==> config.mk <==
export PLATFORM = sky130hd
export DESIGN_NAME = stack_with_sorted_insert_and_purge_flat
export DESIGN_NICKNAME = d
export VERILOG_FILES = /design/src/rtl/stk_pkg.sv /design/src/rtl/stk_if.sv /design/src/rtl/stk_store.sv /design/src/rtl/stk_cmp.sv /design/src/rtl/stk_seq.sv /design/src/rtl/stack_with_sorted_insert_and_purge.sv /design/src/flat_wrapper.sv
export SDC_FILE = /design/constraint.sdc
export NUM_CORES = 2
export LEC_CHECK = 0
export BUFFER_PORTS_ARGS = -buffer_cell sky130_fd_sc_hd__buf_4
export CAP_MARGIN = 20
export CORE_ASPECT_RATIO = 1.5
export CORE_MARGIN = 2
export CORE_UTILIZATION = 48
export CTS_CLUSTER_SIZE = 20
export DETAILED_ROUTE_END_ITERATION = 10
export SLEW_MARGIN = 20
export SYNTH_ARGS = -nofsm -noshare
export SYNTH_HDL_FRONTEND = slang
export SYNTH_HIERARCHICAL = 1
export SYNTH_SLANG_ARGS = --single-unit
==> constraint.sdc <==
create_clock -name clock -period 12.2 [get_ports clock]
set_input_delay 1.83 -clock clock [delete_from_list [all_inputs] [get_ports clock]]
set_output_delay 1.83 -clock clock [all_outputs]
set_load 0.005 [all_outputs]
==> src/rtl/stk_pkg.sv <==
// Shared types, constants and conversion helpers for the bounded stack block.
// No dependencies; every other file of the block imports this package.
package stk_pkg;

   localparam int DEPTH      = 64;
   localparam int DATA_WIDTH = 32;
   localparam int ADDR_W     = $clog2(DEPTH);
   localparam int CNT_W      = $clog2(DEPTH + 1);
   localparam int OP_W       = 2;
   localparam int VALUE_W    = 32;
   localparam int COUNT_W    = 7;

   typedef logic [DATA_WIDTH-1:0] data_type;
   typedef logic [ADDR_W-1:0]     addr_type;
   typedef logic [CNT_W-1:0]      cnt_type;

   localparam cnt_type CNT_FULL = cnt_type'(DEPTH);

   typedef enum logic [OP_W-1:0] {
      OP_PUSH   = 2'd0,
      OP_POP    = 2'd1,
      OP_PURGE  = 2'd2,
      OP_INSERT = 2'd3
   } op_type;

   // one write port, one registered read port
   typedef struct packed {
      logic     we;
      addr_type waddr;
      data_type wdata;
      logic     re;
      addr_type raddr;
   } mem_req_type;

   typedef struct packed {
      logic gt;   // stored word greater than operand (signed)
      logic eq;
      logic neg;  // stored word negative
   } cmp_type;

   typedef struct packed {
      logic [VALUE_W-1:0] popped_value;
      logic               popped_valid;
      logic               was_present;
      logic               overflow;
      logic [VALUE_W-1:0] top_value;
      logic [COUNT_W-1:0] entry_count;
   } rsp_type;

   // input word to stored word: sign-extend or truncate
   function automatic data_type to_data(input logic signed [VALUE_W-1:0] v);
      return data_type'(v);
   endfunction

   // stored word to output word
   function automatic logic [VALUE_W-1:0] to_out(input data_type d);
      return VALUE_W'(signed'(d));
   endfunction

endpackage

==> src/rtl/stk_if.sv <==
// Valid/ready channel interfaces for the request and response transactions.
// Depends on stk_pkg for field widths.
interface stk_req_if import stk_pkg::*; ();
   logic               valid;
   logic               ready;
   logic [OP_W-1:0]    op;
   logic [VALUE_W-1:0] value;

   modport source (output valid, op, value, input ready);
   modport sink   (input valid, op, value, output ready);
endinterface

interface stk_rsp_if import stk_pkg::*; ();
   logic               valid;
   logic               ready;
   logic [VALUE_W-1:0] popped_value;
   logic               popped_valid;
   logic               was_present;
   logic               overflow;
   logic [VALUE_W-1:0] top_value;
   logic [COUNT_W-1:0] entry_count;

   modport source (output valid, popped_value, popped_valid, was_present, overflow,
                   top_value, entry_count, input ready);
   modport sink   (input valid, popped_value, popped_valid, was_present, overflow,
                   top_value, entry_count, output ready);
endinterface

==> src/rtl/stk_store.sv <==
// Entry store: DEPTH words, one write port and one read port with registered data.
// Depends on stk_pkg.
module stk_store import stk_pkg::*; (
   input  logic        clock,
   input  mem_req_type mem_req,
   output data_type    rdata
);

   data_type mem [DEPTH];
   data_type rdata_ff;

   always_ff @(posedge clock) begin
      if (mem_req.we) begin
         mem[mem_req.waddr] <= mem_req.wdata;
      end
      if (mem_req.re) begin
         rdata_ff <= mem[mem_req.raddr];
      end
   end

   assign rdata = rdata_ff;

endmodule

==> src/rtl/stk_cmp.sv <==
// Shared compare unit: signed greater, equal and sign test of one stored word.
// Depends on stk_pkg.
module stk_cmp import stk_pkg::*; (
   input  data_type entry,
   input  data_type operand,
   output cmp_type  cmp
);

   always_comb begin
      cmp.gt  = $signed(entry) > $signed(operand);
      cmp.eq  = entry == operand;
      cmp.neg = entry[DATA_WIDTH-1];
   end

endmodule

==> src/rtl/stk_seq.sv <==
// Sequencer: walks the entry store one word a cycle for each operation.
// Depends on stk_pkg; drives stk_store and reads stk_cmp.
module stk_seq import stk_pkg::*; (
   input  logic        clock,
   input  logic        reset,
   input  logic        start,
   input  op_type      start_op,
   input  data_type    start_value,
   output logic        busy,
   output logic        done,
   output rsp_type     result,
   output mem_req_type mem_req,
   input  data_type    rdata,
   input  cmp_type     cmp,
   output data_type    operand
);

   typedef enum logic [5:0] {
      S_IDLE  = 6'b000001,
      S_POP   = 6'b000010,
      S_PURGE = 6'b000100,
      S_SCAN  = 6'b001000,
      S_SHIFT = 6'b010000,
      S_PLACE = 6'b100000
   } state_type;

   state_type state_ff, state_in;
   cnt_type   count_ff, count_in;
   data_type  top_ff, top_in;
   data_type  val_ff, val_in;
   data_type  last_ff, last_in;
   cnt_type   ptr_ff, ptr_in;   // scan/shift/purge read pointer
   cnt_type   wr_ff, wr_in;     // purge write pointer, insert position

   assign busy    = state_ff != S_IDLE;
   assign operand = val_ff;

   always_comb begin
      cnt_type cnt_inc;
      cnt_type cnt_dec;
      cnt_type cnt_dec2;
      cnt_type ptr_inc;
      cnt_type ptr_dec;
      cnt_type ptr_dec2;
      cnt_type wr_inc;
      cnt_type ins;
      logic    decide;

      cnt_inc  = count_ff + cnt_type'(1);
      cnt_dec  = count_ff - cnt_type'(1);
      cnt_dec2 = count_ff - cnt_type'(2);
      ptr_inc  = ptr_ff + cnt_type'(1);
      ptr_dec  = ptr_ff - cnt_type'(1);
      ptr_dec2 = ptr_ff - cnt_type'(2);
      wr_inc   = wr_ff + cnt_type'(1);
      ins      = cmp.gt ? '0 : ptr_ff;
      decide   = 1'b0;

      state_in = state_ff;
      count_in = count_ff;
      top_in   = top_ff;
      val_in   = val_ff;
      last_in  = last_ff;
      ptr_in   = ptr_ff;
      wr_in    = wr_ff;
      mem_req  = '0;
      done     = 1'b0;
      result   = '0;

      unique case (state_ff)
         S_IDLE: begin
            if (start) begin
               val_in = start_value;
               unique case (start_op)
                  OP_PUSH: begin
                     done = 1'b1;
                     if (count_ff == CNT_FULL) begin
                        result.overflow = 1'b1;
                     end else begin
                        mem_req.we    = 1'b1;
                        mem_req.waddr = count_ff[ADDR_W-1:0];
                        mem_req.wdata = start_value;
                        count_in      = cnt_inc;
                        top_in        = start_value;
                     end
                  end
                  OP_POP: begin
                     if (count_ff == '0) begin
                        done = 1'b1;
                     end else begin
                        count_in = cnt_dec;
                        if (cnt_dec == '0) begin
                           done                = 1'b1;
                           result.popped_value = to_out(top_ff);
                           result.popped_valid = 1'b1;
                        end else begin
                           mem_req.re    = 1'b1;
                           mem_req.raddr = cnt_dec2[ADDR_W-1:0];
                           state_in      = S_POP;
                        end
                     end
                  end
                  OP_PURGE: begin
                     if (count_ff == '0) begin
                        done = 1'b1;
                     end else begin
                        mem_req.re    = 1'b1;
                        mem_req.raddr = '0;
                        ptr_in        = cnt_type'(1);
                        wr_in         = '0;
                        state_in      = S_PURGE;
                     end
                  end
                  OP_INSERT: begin
                     if (count_ff == '0) begin
                        done          = 1'b1;
                        mem_req.we    = 1'b1;
                        mem_req.waddr = '0;
                        mem_req.wdata = start_value;
                        count_in      = cnt_inc;
                        top_in        = start_value;
                     end else begin
                        mem_req.re    = 1'b1;
                        mem_req.raddr = cnt_dec[ADDR_W-1:0];
                        ptr_in        = count_ff;
                        state_in      = S_SCAN;
                     end
                  end
                  default: ;
               endcase
            end
         end

         S_POP: begin
            // old top goes out, word just read becomes the new top
            done                = 1'b1;
            result.popped_value = to_out(top_ff);
            result.popped_valid = 1'b1;
            top_in              = rdata;
            state_in            = S_IDLE;
         end

         S_PURGE: begin
            // rdata holds entry ptr_ff-1; compact non-negative words down to wr_ff
            if (!cmp.neg) begin
               mem_req.we    = 1'b1;
               mem_req.waddr = wr_ff[ADDR_W-1:0];
               mem_req.wdata = rdata;
               last_in       = rdata;
               wr_in         = wr_inc;
            end
            if (ptr_ff == count_ff) begin
               done     = 1'b1;
               count_in = cmp.neg ? wr_ff : wr_inc;
               top_in   = cmp.neg ? last_ff : rdata;
               state_in = S_IDLE;
            end else begin
               mem_req.re    = 1'b1;
               mem_req.raddr = ptr_ff[ADDR_W-1:0];
               ptr_in        = ptr_inc;
            end
         end

         S_SCAN: begin
            // rdata holds entry ptr_ff-1, compared against the operand
            if (cmp.gt) begin
               if (ptr_ff == cnt_type'(1)) begin
                  decide = 1'b1;
               end else begin
                  mem_req.re    = 1'b1;
                  mem_req.raddr = ptr_dec2[ADDR_W-1:0];
                  ptr_in        = ptr_dec;
               end
            end else if (cmp.eq) begin
               done               = 1'b1;
               result.was_present = 1'b1;
               state_in           = S_IDLE;
            end else begin
               decide = 1'b1;
            end
            if (decide) begin
               if (count_ff == CNT_FULL) begin
                  done            = 1'b1;
                  result.overflow = 1'b1;
                  state_in        = S_IDLE;
               end else if (ins == count_ff) begin
                  done          = 1'b1;
                  mem_req.we    = 1'b1;
                  mem_req.waddr = count_ff[ADDR_W-1:0];
                  mem_req.wdata = val_ff;
                  count_in      = cnt_inc;
                  top_in        = val_ff;
                  state_in      = S_IDLE;
               end else begin
                  mem_req.re    = 1'b1;
                  mem_req.raddr = cnt_dec[ADDR_W-1:0];
                  ptr_in        = cnt_dec;
                  wr_in         = ins;
                  state_in      = S_SHIFT;
               end
            end
         end

         S_SHIFT: begin
            // move entry ptr_ff up one slot, top first
            mem_req.we    = 1'b1;
            mem_req.waddr = ptr_inc[ADDR_W-1:0];
            mem_req.wdata = rdata;
            if (ptr_ff == wr_ff) begin
               state_in = S_PLACE;
            end else begin
               mem_req.re    = 1'b1;
               mem_req.raddr = ptr_dec[ADDR_W-1:0];
               ptr_in        = ptr_dec;
            end
         end

         S_PLACE: begin
            done          = 1'b1;
            mem_req.we    = 1'b1;
            mem_req.waddr = wr_ff[ADDR_W-1:0];
            mem_req.wdata = val_ff;
            count_in      = cnt_inc;
            state_in      = S_IDLE;
         end

         default: begin
            state_in = S_IDLE;
         end
      endcase

      result.top_value   = (count_in == '0) ? '0 : to_out(top_in);
      result.entry_count = COUNT_W'(count_in);
   end

   always_ff @(posedge clock) begin
      if (reset) begin
         state_ff <= S_IDLE;
         count_ff <= '0;
      end else begin
         state_ff <= state_in;
         count_ff <= count_in;
      end
   end

   always_ff @(posedge clock) begin
      top_ff  <= top_in;
      val_ff  <= val_in;
      last_ff <= last_in;
      ptr_ff  <= ptr_in;
      wr_ff   <= wr_in;
   end

endmodule

==> src/rtl/stack_with_sorted_insert_and_purge.sv <==
// Bounded stack of DEPTH signed words (64 x 32 bits) with push, pop, purge of
// negative entries and sorted insert. One request transaction gives exactly one
// response transaction. Requests are taken one at a time: the block is ready
// only while the sequencer is idle and the response register is free or being
// emptied. The single-read-port entry store is walked one word a cycle: push
// writes the word directly; pop ends directly when it leaves the stack empty,
// else it reads the new top back; purge reads every entry and compacts the
// non-negative ones down; sorted insert writes directly on an empty stack,
// otherwise it scans down from the top past every word greater than the operand
// and stops at the first word not greater, then shifts the words above the
// insert slot up one and places it; an equal word or a full store stops it.
// No clearing pass follows reset: slots at or above the count are never read.
// Depends on stk_pkg, stk_if, stk_store, stk_cmp and stk_seq.
module stack_with_sorted_insert_and_purge import stk_pkg::*; (
   input  logic       clock,
   input  logic       reset,
   stk_req_if.sink    req_chan,
   stk_rsp_if.source  rsp_chan
);

   mem_req_type mem_req;
   data_type    rdata;
   data_type    operand;
   cmp_type     cmp;
   logic        start;
   logic        busy;
   logic        done;
   rsp_type     result;

   rsp_type     rsp_ff, rsp_in;
   logic        rsp_valid_ff, rsp_valid_in;

   // new transaction only when idle and the response slot is free next edge
   assign req_chan.ready = !busy && (!rsp_valid_ff || rsp_chan.ready);
   assign start          = req_chan.valid && req_chan.ready;

   stk_store u_store (
      .clock   (clock),
      .mem_req (mem_req),
      .rdata   (rdata)
   );

   // the one comparator shared by purge (sign) and insert (greater/equal)
   stk_cmp u_cmp (
      .entry   (rdata),
      .operand (operand),
      .cmp     (cmp)
   );

   stk_seq u_seq (
      .clock       (clock),
      .reset       (reset),
      .start       (start),
      .start_op    (op_type'(req_chan.op)),
      .start_value (to_data(req_chan.value)),
      .busy        (busy),
      .done        (done),
      .result      (result),
      .mem_req     (mem_req),
      .rdata       (rdata),
      .cmp         (cmp),
      .operand     (operand)
   );

   // response register
   always_comb begin
      rsp_in       = rsp_ff;
      rsp_valid_in = rsp_valid_ff;
      if (done) begin
         rsp_in       = result;
         rsp_valid_in = 1'b1;
      end else if (rsp_chan.ready) begin
         rsp_valid_in = 1'b0;
      end
   end

   always_ff @(posedge clock) begin
      if (reset) begin
         rsp_valid_ff <= 1'b0;
      end else begin
         rsp_valid_ff <= rsp_valid_in;
      end
   end

   always_ff @(posedge clock) begin
      rsp_ff <= rsp_in;
   end

   assign rsp_chan.valid        = rsp_valid_ff;
   assign rsp_chan.popped_value = rsp_ff.popped_value;
   assign rsp_chan.popped_valid = rsp_ff.popped_valid;
   assign rsp_chan.was_present  = rsp_ff.was_present;
   assign rsp_chan.overflow     = rsp_ff.overflow;
   assign rsp_chan.top_value    = rsp_ff.top_value;
   assign rsp_chan.entry_count  = rsp_ff.entry_count;

endmodule

==> src/flat_wrapper.sv <==
// flat-port wrapper written by rule: the top's interface ports become plain ports
module stack_with_sorted_insert_and_purge_flat import stk_pkg::*;
  (clock, reset, req_chan_valid, req_chan_op, req_chan_value, req_chan_ready, rsp_chan_valid, rsp_chan_popped_value, rsp_chan_popped_valid, rsp_chan_was_present, rsp_chan_overflow, rsp_chan_top_value, rsp_chan_entry_count, rsp_chan_ready);
  stk_req_if req_chan_i ();
  stk_rsp_if rsp_chan_i ();
  input  logic clock;
  input  logic reset;
  input wire logic [$bits(req_chan_i.valid)-1:0] req_chan_valid;
  input wire logic [$bits(req_chan_i.op)-1:0] req_chan_op;
  input wire logic [$bits(req_chan_i.value)-1:0] req_chan_value;
  output wire logic [$bits(req_chan_i.ready)-1:0] req_chan_ready;
  output wire logic [$bits(rsp_chan_i.valid)-1:0] rsp_chan_valid;
  output wire logic [$bits(rsp_chan_i.popped_value)-1:0] rsp_chan_popped_value;
  output wire logic [$bits(rsp_chan_i.popped_valid)-1:0] rsp_chan_popped_valid;
  output wire logic [$bits(rsp_chan_i.was_present)-1:0] rsp_chan_was_present;
  output wire logic [$bits(rsp_chan_i.overflow)-1:0] rsp_chan_overflow;
  output wire logic [$bits(rsp_chan_i.top_value)-1:0] rsp_chan_top_value;
  output wire logic [$bits(rsp_chan_i.entry_count)-1:0] rsp_chan_entry_count;
  input wire logic [$bits(rsp_chan_i.ready)-1:0] rsp_chan_ready;
  assign req_chan_i.valid = req_chan_valid;
  assign req_chan_i.op = req_chan_op;
  assign req_chan_i.value = req_chan_value;
  assign req_chan_ready = req_chan_i.ready;
  assign rsp_chan_valid = rsp_chan_i.valid;
  assign rsp_chan_popped_value = rsp_chan_i.popped_value;
  assign rsp_chan_popped_valid = rsp_chan_i.popped_valid;
  assign rsp_chan_was_present = rsp_chan_i.was_present;
  assign rsp_chan_overflow = rsp_chan_i.overflow;
  assign rsp_chan_top_value = rsp_chan_i.top_value;
  assign rsp_chan_entry_count = rsp_chan_i.entry_count;
  assign rsp_chan_i.ready = rsp_chan_ready;
  stack_with_sorted_insert_and_purge u_core (.clock(clock), .reset(reset), .req_chan(req_chan_i), .rsp_chan(rsp_chan_i));
endmodule
==> out/results.tsv <==
stage	metric	value	unit
yosys	async_flop_share	0	%
cells_and_area	drive_above_1_share	23.16	%
yosys	syn_avg_cell_area	19.43	sq um
yosys	ys.warnings.count	6	
floorplan	die_h	537.9	microns
route	ant_nets	0	
yosys	yosys.area_share.simple	3.146	%
yosys	synthesis.area	91230	sq um
global_routing	grt_antenna_before_repair	13	
yosys	synth_ff_type	edfxtp_1	
yosys	synth.area.mux_share	13.51	%
clocking	clkSlewWorstSetupHoldPaths	0.06	ns
global_routing	grt_remaining_overflow	0	
route	top_layer	met4	
floorplan	rows	196	
yosys	synthDistinctLibCells	91	
timing	setup_viol	0	
setup_path	reg2reg_from	u_core/u_store/rdata[31]$_DFFE_PP_	
setup_path	cp-start-kind	flip-flop	
setup_path	cp.required	12.78	ns
timing	final_max_slew_viol_count	0	
power_and_ir_drop	powerDensity	198.6	nW/um^2
route	vias	48172	
clocking	insertion_delay	0.87	ns
global_routing	grt_start_max_net_pins	109	
setup_path	critPathKind	flip-flop to flip-flop	
timing	fin_setup_tns	0	ns
yosys	syn-num-nets	4787	
job	cap_viol_max_count	0	
timing	finClkSkew	0.04679	ns
route	wl_met3	16.98	mm
clocking	clockBufferDepth	4	
timing	rsz0062_at_grt	false	
timing	slew_headroom	25.76	%
route	wl	254.7	mm
route	remaining_drc_errors	0	
timing	worst_pin_slew	1.111	ns
power_and_ir_drop	peakVddDrop	141.5	uV
clocking	cts_setup_buffers	0	
placement	gp_congestion	0.9098	
setup_path	crit_arrival	9.07	ns
clocking	cts_root_buf	clkbuf_16	
timing	hold_viol	0	
yosys	synth-adder-area-share	0.7543	%
timing	fin_crit_sh	69.65	%
floorplan	dieWidth	360.0	microns
clocking	cts_buffers	208	
clocking	cts-hold-fix-buffers	0	
yosys	synth_top_family_by_area	multiplexers	
cells_and_area	syn2layout_area_growth	11.74	%
route	vias_per_cell	6.402	
setup_path	ff2ff_setup_slack	3.70	ns
floorplan	dieArea	193600	sq um
route	wl_met2	131.8	mm
floorplan	core	189600	sq um
min_path	min_from	u_core/u_seq/top_ff[2]$_DFF_P_	
yosys	syn_inst	4694	
cells_and_area	finalNetCount	4986	
power_and_ir_drop	p_leak	32.60	nW
global_routing	track_usage	26.21	%
route	wl_met1	95.11	mm
clocking	ctsResizeCount	0	
clocking	cts_sinks	2278	
floorplan	io_pins	114	
route	drt_iter0_drc	5871	
yosys	synth_edf_count	2232	
yosys	synth_compound_area_share	5.445	%
timing	timing.fmax	117.7	MHz
outcome	status	completed	
clocking	htree_levels	4	
placement	port_buffers	113	
yosys	yosysSeqAreaShare	74.48	%
min_path	hp-class	flip-flop to flip-flop	
floorplan	initial_utilization	48.12	%
yosys	synth_xor_area_share	0.3552	%
global_routing	grt_first_pass_wirelength	360.9	mm
timing	period_minus_slack	8.497	ns
setup_path	endpoint_kind	flip-flop	
setup_path	critical_path.startpoint	u_core/u_store/rdata[31]$_DFFE_PP_	
route	wl_per_cell	33.86	microns
route	drt_first_pass_iters	6	
yosys	ys_seq_elements	2278	
global_routing	grt_pass1_vias	48048	
cells_and_area	fin_util	53.77	%
placement	hpwl	148.8	mm
setup_path	crit_fanout	79	
clocking	cts_tree	done	
-- worst max-delay path, cell delays in order, from the launching register on --
cell and delay (ns):
edfxtp_1 0.65, ha_1 0.59, and4_1 0.29, nand4_1 0.23
or3_1 0.53, nand2b_4 0.18, o221ai_1 0.19, nand2b_1 0.17
buf_4 0.26, or4_1 0.52, a32oi_1 0.34, nand2_1 0.28
nand2_1 0.35, a31oi_1 0.18, o221ai_4 0.33, buf_12 0.53
buf_4 0.71, mux4_2 0.59, a22oi_1 0.43, nand3_1 0.37
and3_1 0.33
-- power by group --
part,internal (mW),switching [mW]
registers,9.09,0.193
logic,1.82,2.91
clock network,3.43,2.80
-- cell families after synthesis --
group | after synthesis
fa+ha+maj | 55
simple gates | 568
mux | 671
compound gates | 673
buf+inv | 412
xor+xnor | 37
flops | 2278
-- cell usage in the layout, fill, tap and decap left out, types with 30 or more instances in the layout --
master / n
edfxtp_1: 2232
mux4_2: 446
buf_4: 267
clkbuf_16: 209
mux2i_1: 203
a22oi_1: 174
nand2_1: 150
inv_1: 100
nor2_1: 72
o21ai_0: 71
nor2_4: 66
a31oi_1: 61
nand3_1: 60
a21oi_1: 56
nor2b_1: 55
ha_1: 55
o22ai_1: 54
clkinv_1: 46
dfxtp_1: 46
clkbuf_1: 43
clkinv_2: 36
a221oi_1: 34
xnor2_1: 30
-- per-layer routing --
layer  track usage (%)  up-vias
met5                 0        -
met4             10.01        0
met3             3.175      526
met2             46.29     2116
met1             33.29    25721
li1                  -    19809
-- metrics by stage --
stage / std cells / area, sq um / hold slack [ns] / worst slack [ns] / power (mW)
6_report: 7524 / 101900 / 0.4902 / 3.703 / 20.24
4_1_cts: 7519 / 101900 / 0.4859 / 3.668 / 20.34
3_3_place_gp: 7158 / 95570 / 0.4618 / 3.615 / 14.15
2_1_floorplan: 4694 / 91230 / 0.4437 / 5.980 / 12.59
5_1_grt: 7522 / 101900 / 0.5084 / 3.418 / 20.93
3_5_place_dp: 7158 / 95580 / 0.4675 / 3.678 / 14.18
-- synth_stat cells (15+ instances only) --
master,instances,area share (%)
a311o_1,15,0.16
a221oi_1,34,0.33
nor2b_1,58,0.40
o22ai_1,54,0.37
mux2_2,22,0.27
xnor2_1,30,0.29
nor3_1,25,0.14
mux2i_1,203,2.2
buf_6,35,0.43
o21ai_0,71,0.39
nand3_1,62,0.34
dfxtp_1,46,1.0
edfxtp_1,2232,73
o221ai_1,23,0.22
nor2_1,139,0.57
ha_1,55,0.75
mux4_2,446,11
nand2_1,160,0.66
o211ai_1,19,0.16
buf_1,16,0.066
buf_4,30,0.25
a222oi_1,24,0.26
a22o_1,17,0.16
buf_2,61,0.33
clkbuf_1,136,0.56
inv_1,123,0.51
a211oi_1,22,0.18
a22oi_1,174,1.4
a21oi_1,57,0.31
a31oi_1,61,0.42
-- final timing paths --
check                                       endpoint  cells after the start
hold / removal        u_core/u_seq/top_ff[2]$_DFF_P_                      2
setup reg to reg  u_core/u_store/rdata[14]$_DFFE_PP_                     20
hold reg to reg       u_core/u_seq/top_ff[2]$_DFF_P_                      2
setup / recovery  u_core/u_store/rdata[14]$_DFFE_PP_                     20
-- layout make-up --
cell class,count,area [sq um]
fillers,14630,87630
clock inverters,102,840.8
diodes,5,12.51
clock buffers,259,5488
multi-input cells,2004,21880
well taps,2475,3097
repair buffers,276,2185
inverters,125,486.7
flip-flops and latches,2278,67950
-- state kept, by name, indices dropped and copies added, names as in the netlist, 7 cells and up --
register,cells
u_core/u_seq/wr_ff,7
u_core/u_seq/count_ff,7
u_core/u_seq/operand,32
u_core/u_seq/top_ff,32
u_core/rsp_chan.popped_value,32
u_core/u_seq/last_ff,32
u_core/u_store/rdata,32
u_core/rsp_chan.entry_count,7
u_core/u_store/mem,2048
u_core/rsp_chan.top_value,32
u_core/u_seq/ptr_ff,7
Power figures use the tool's default switching activity.
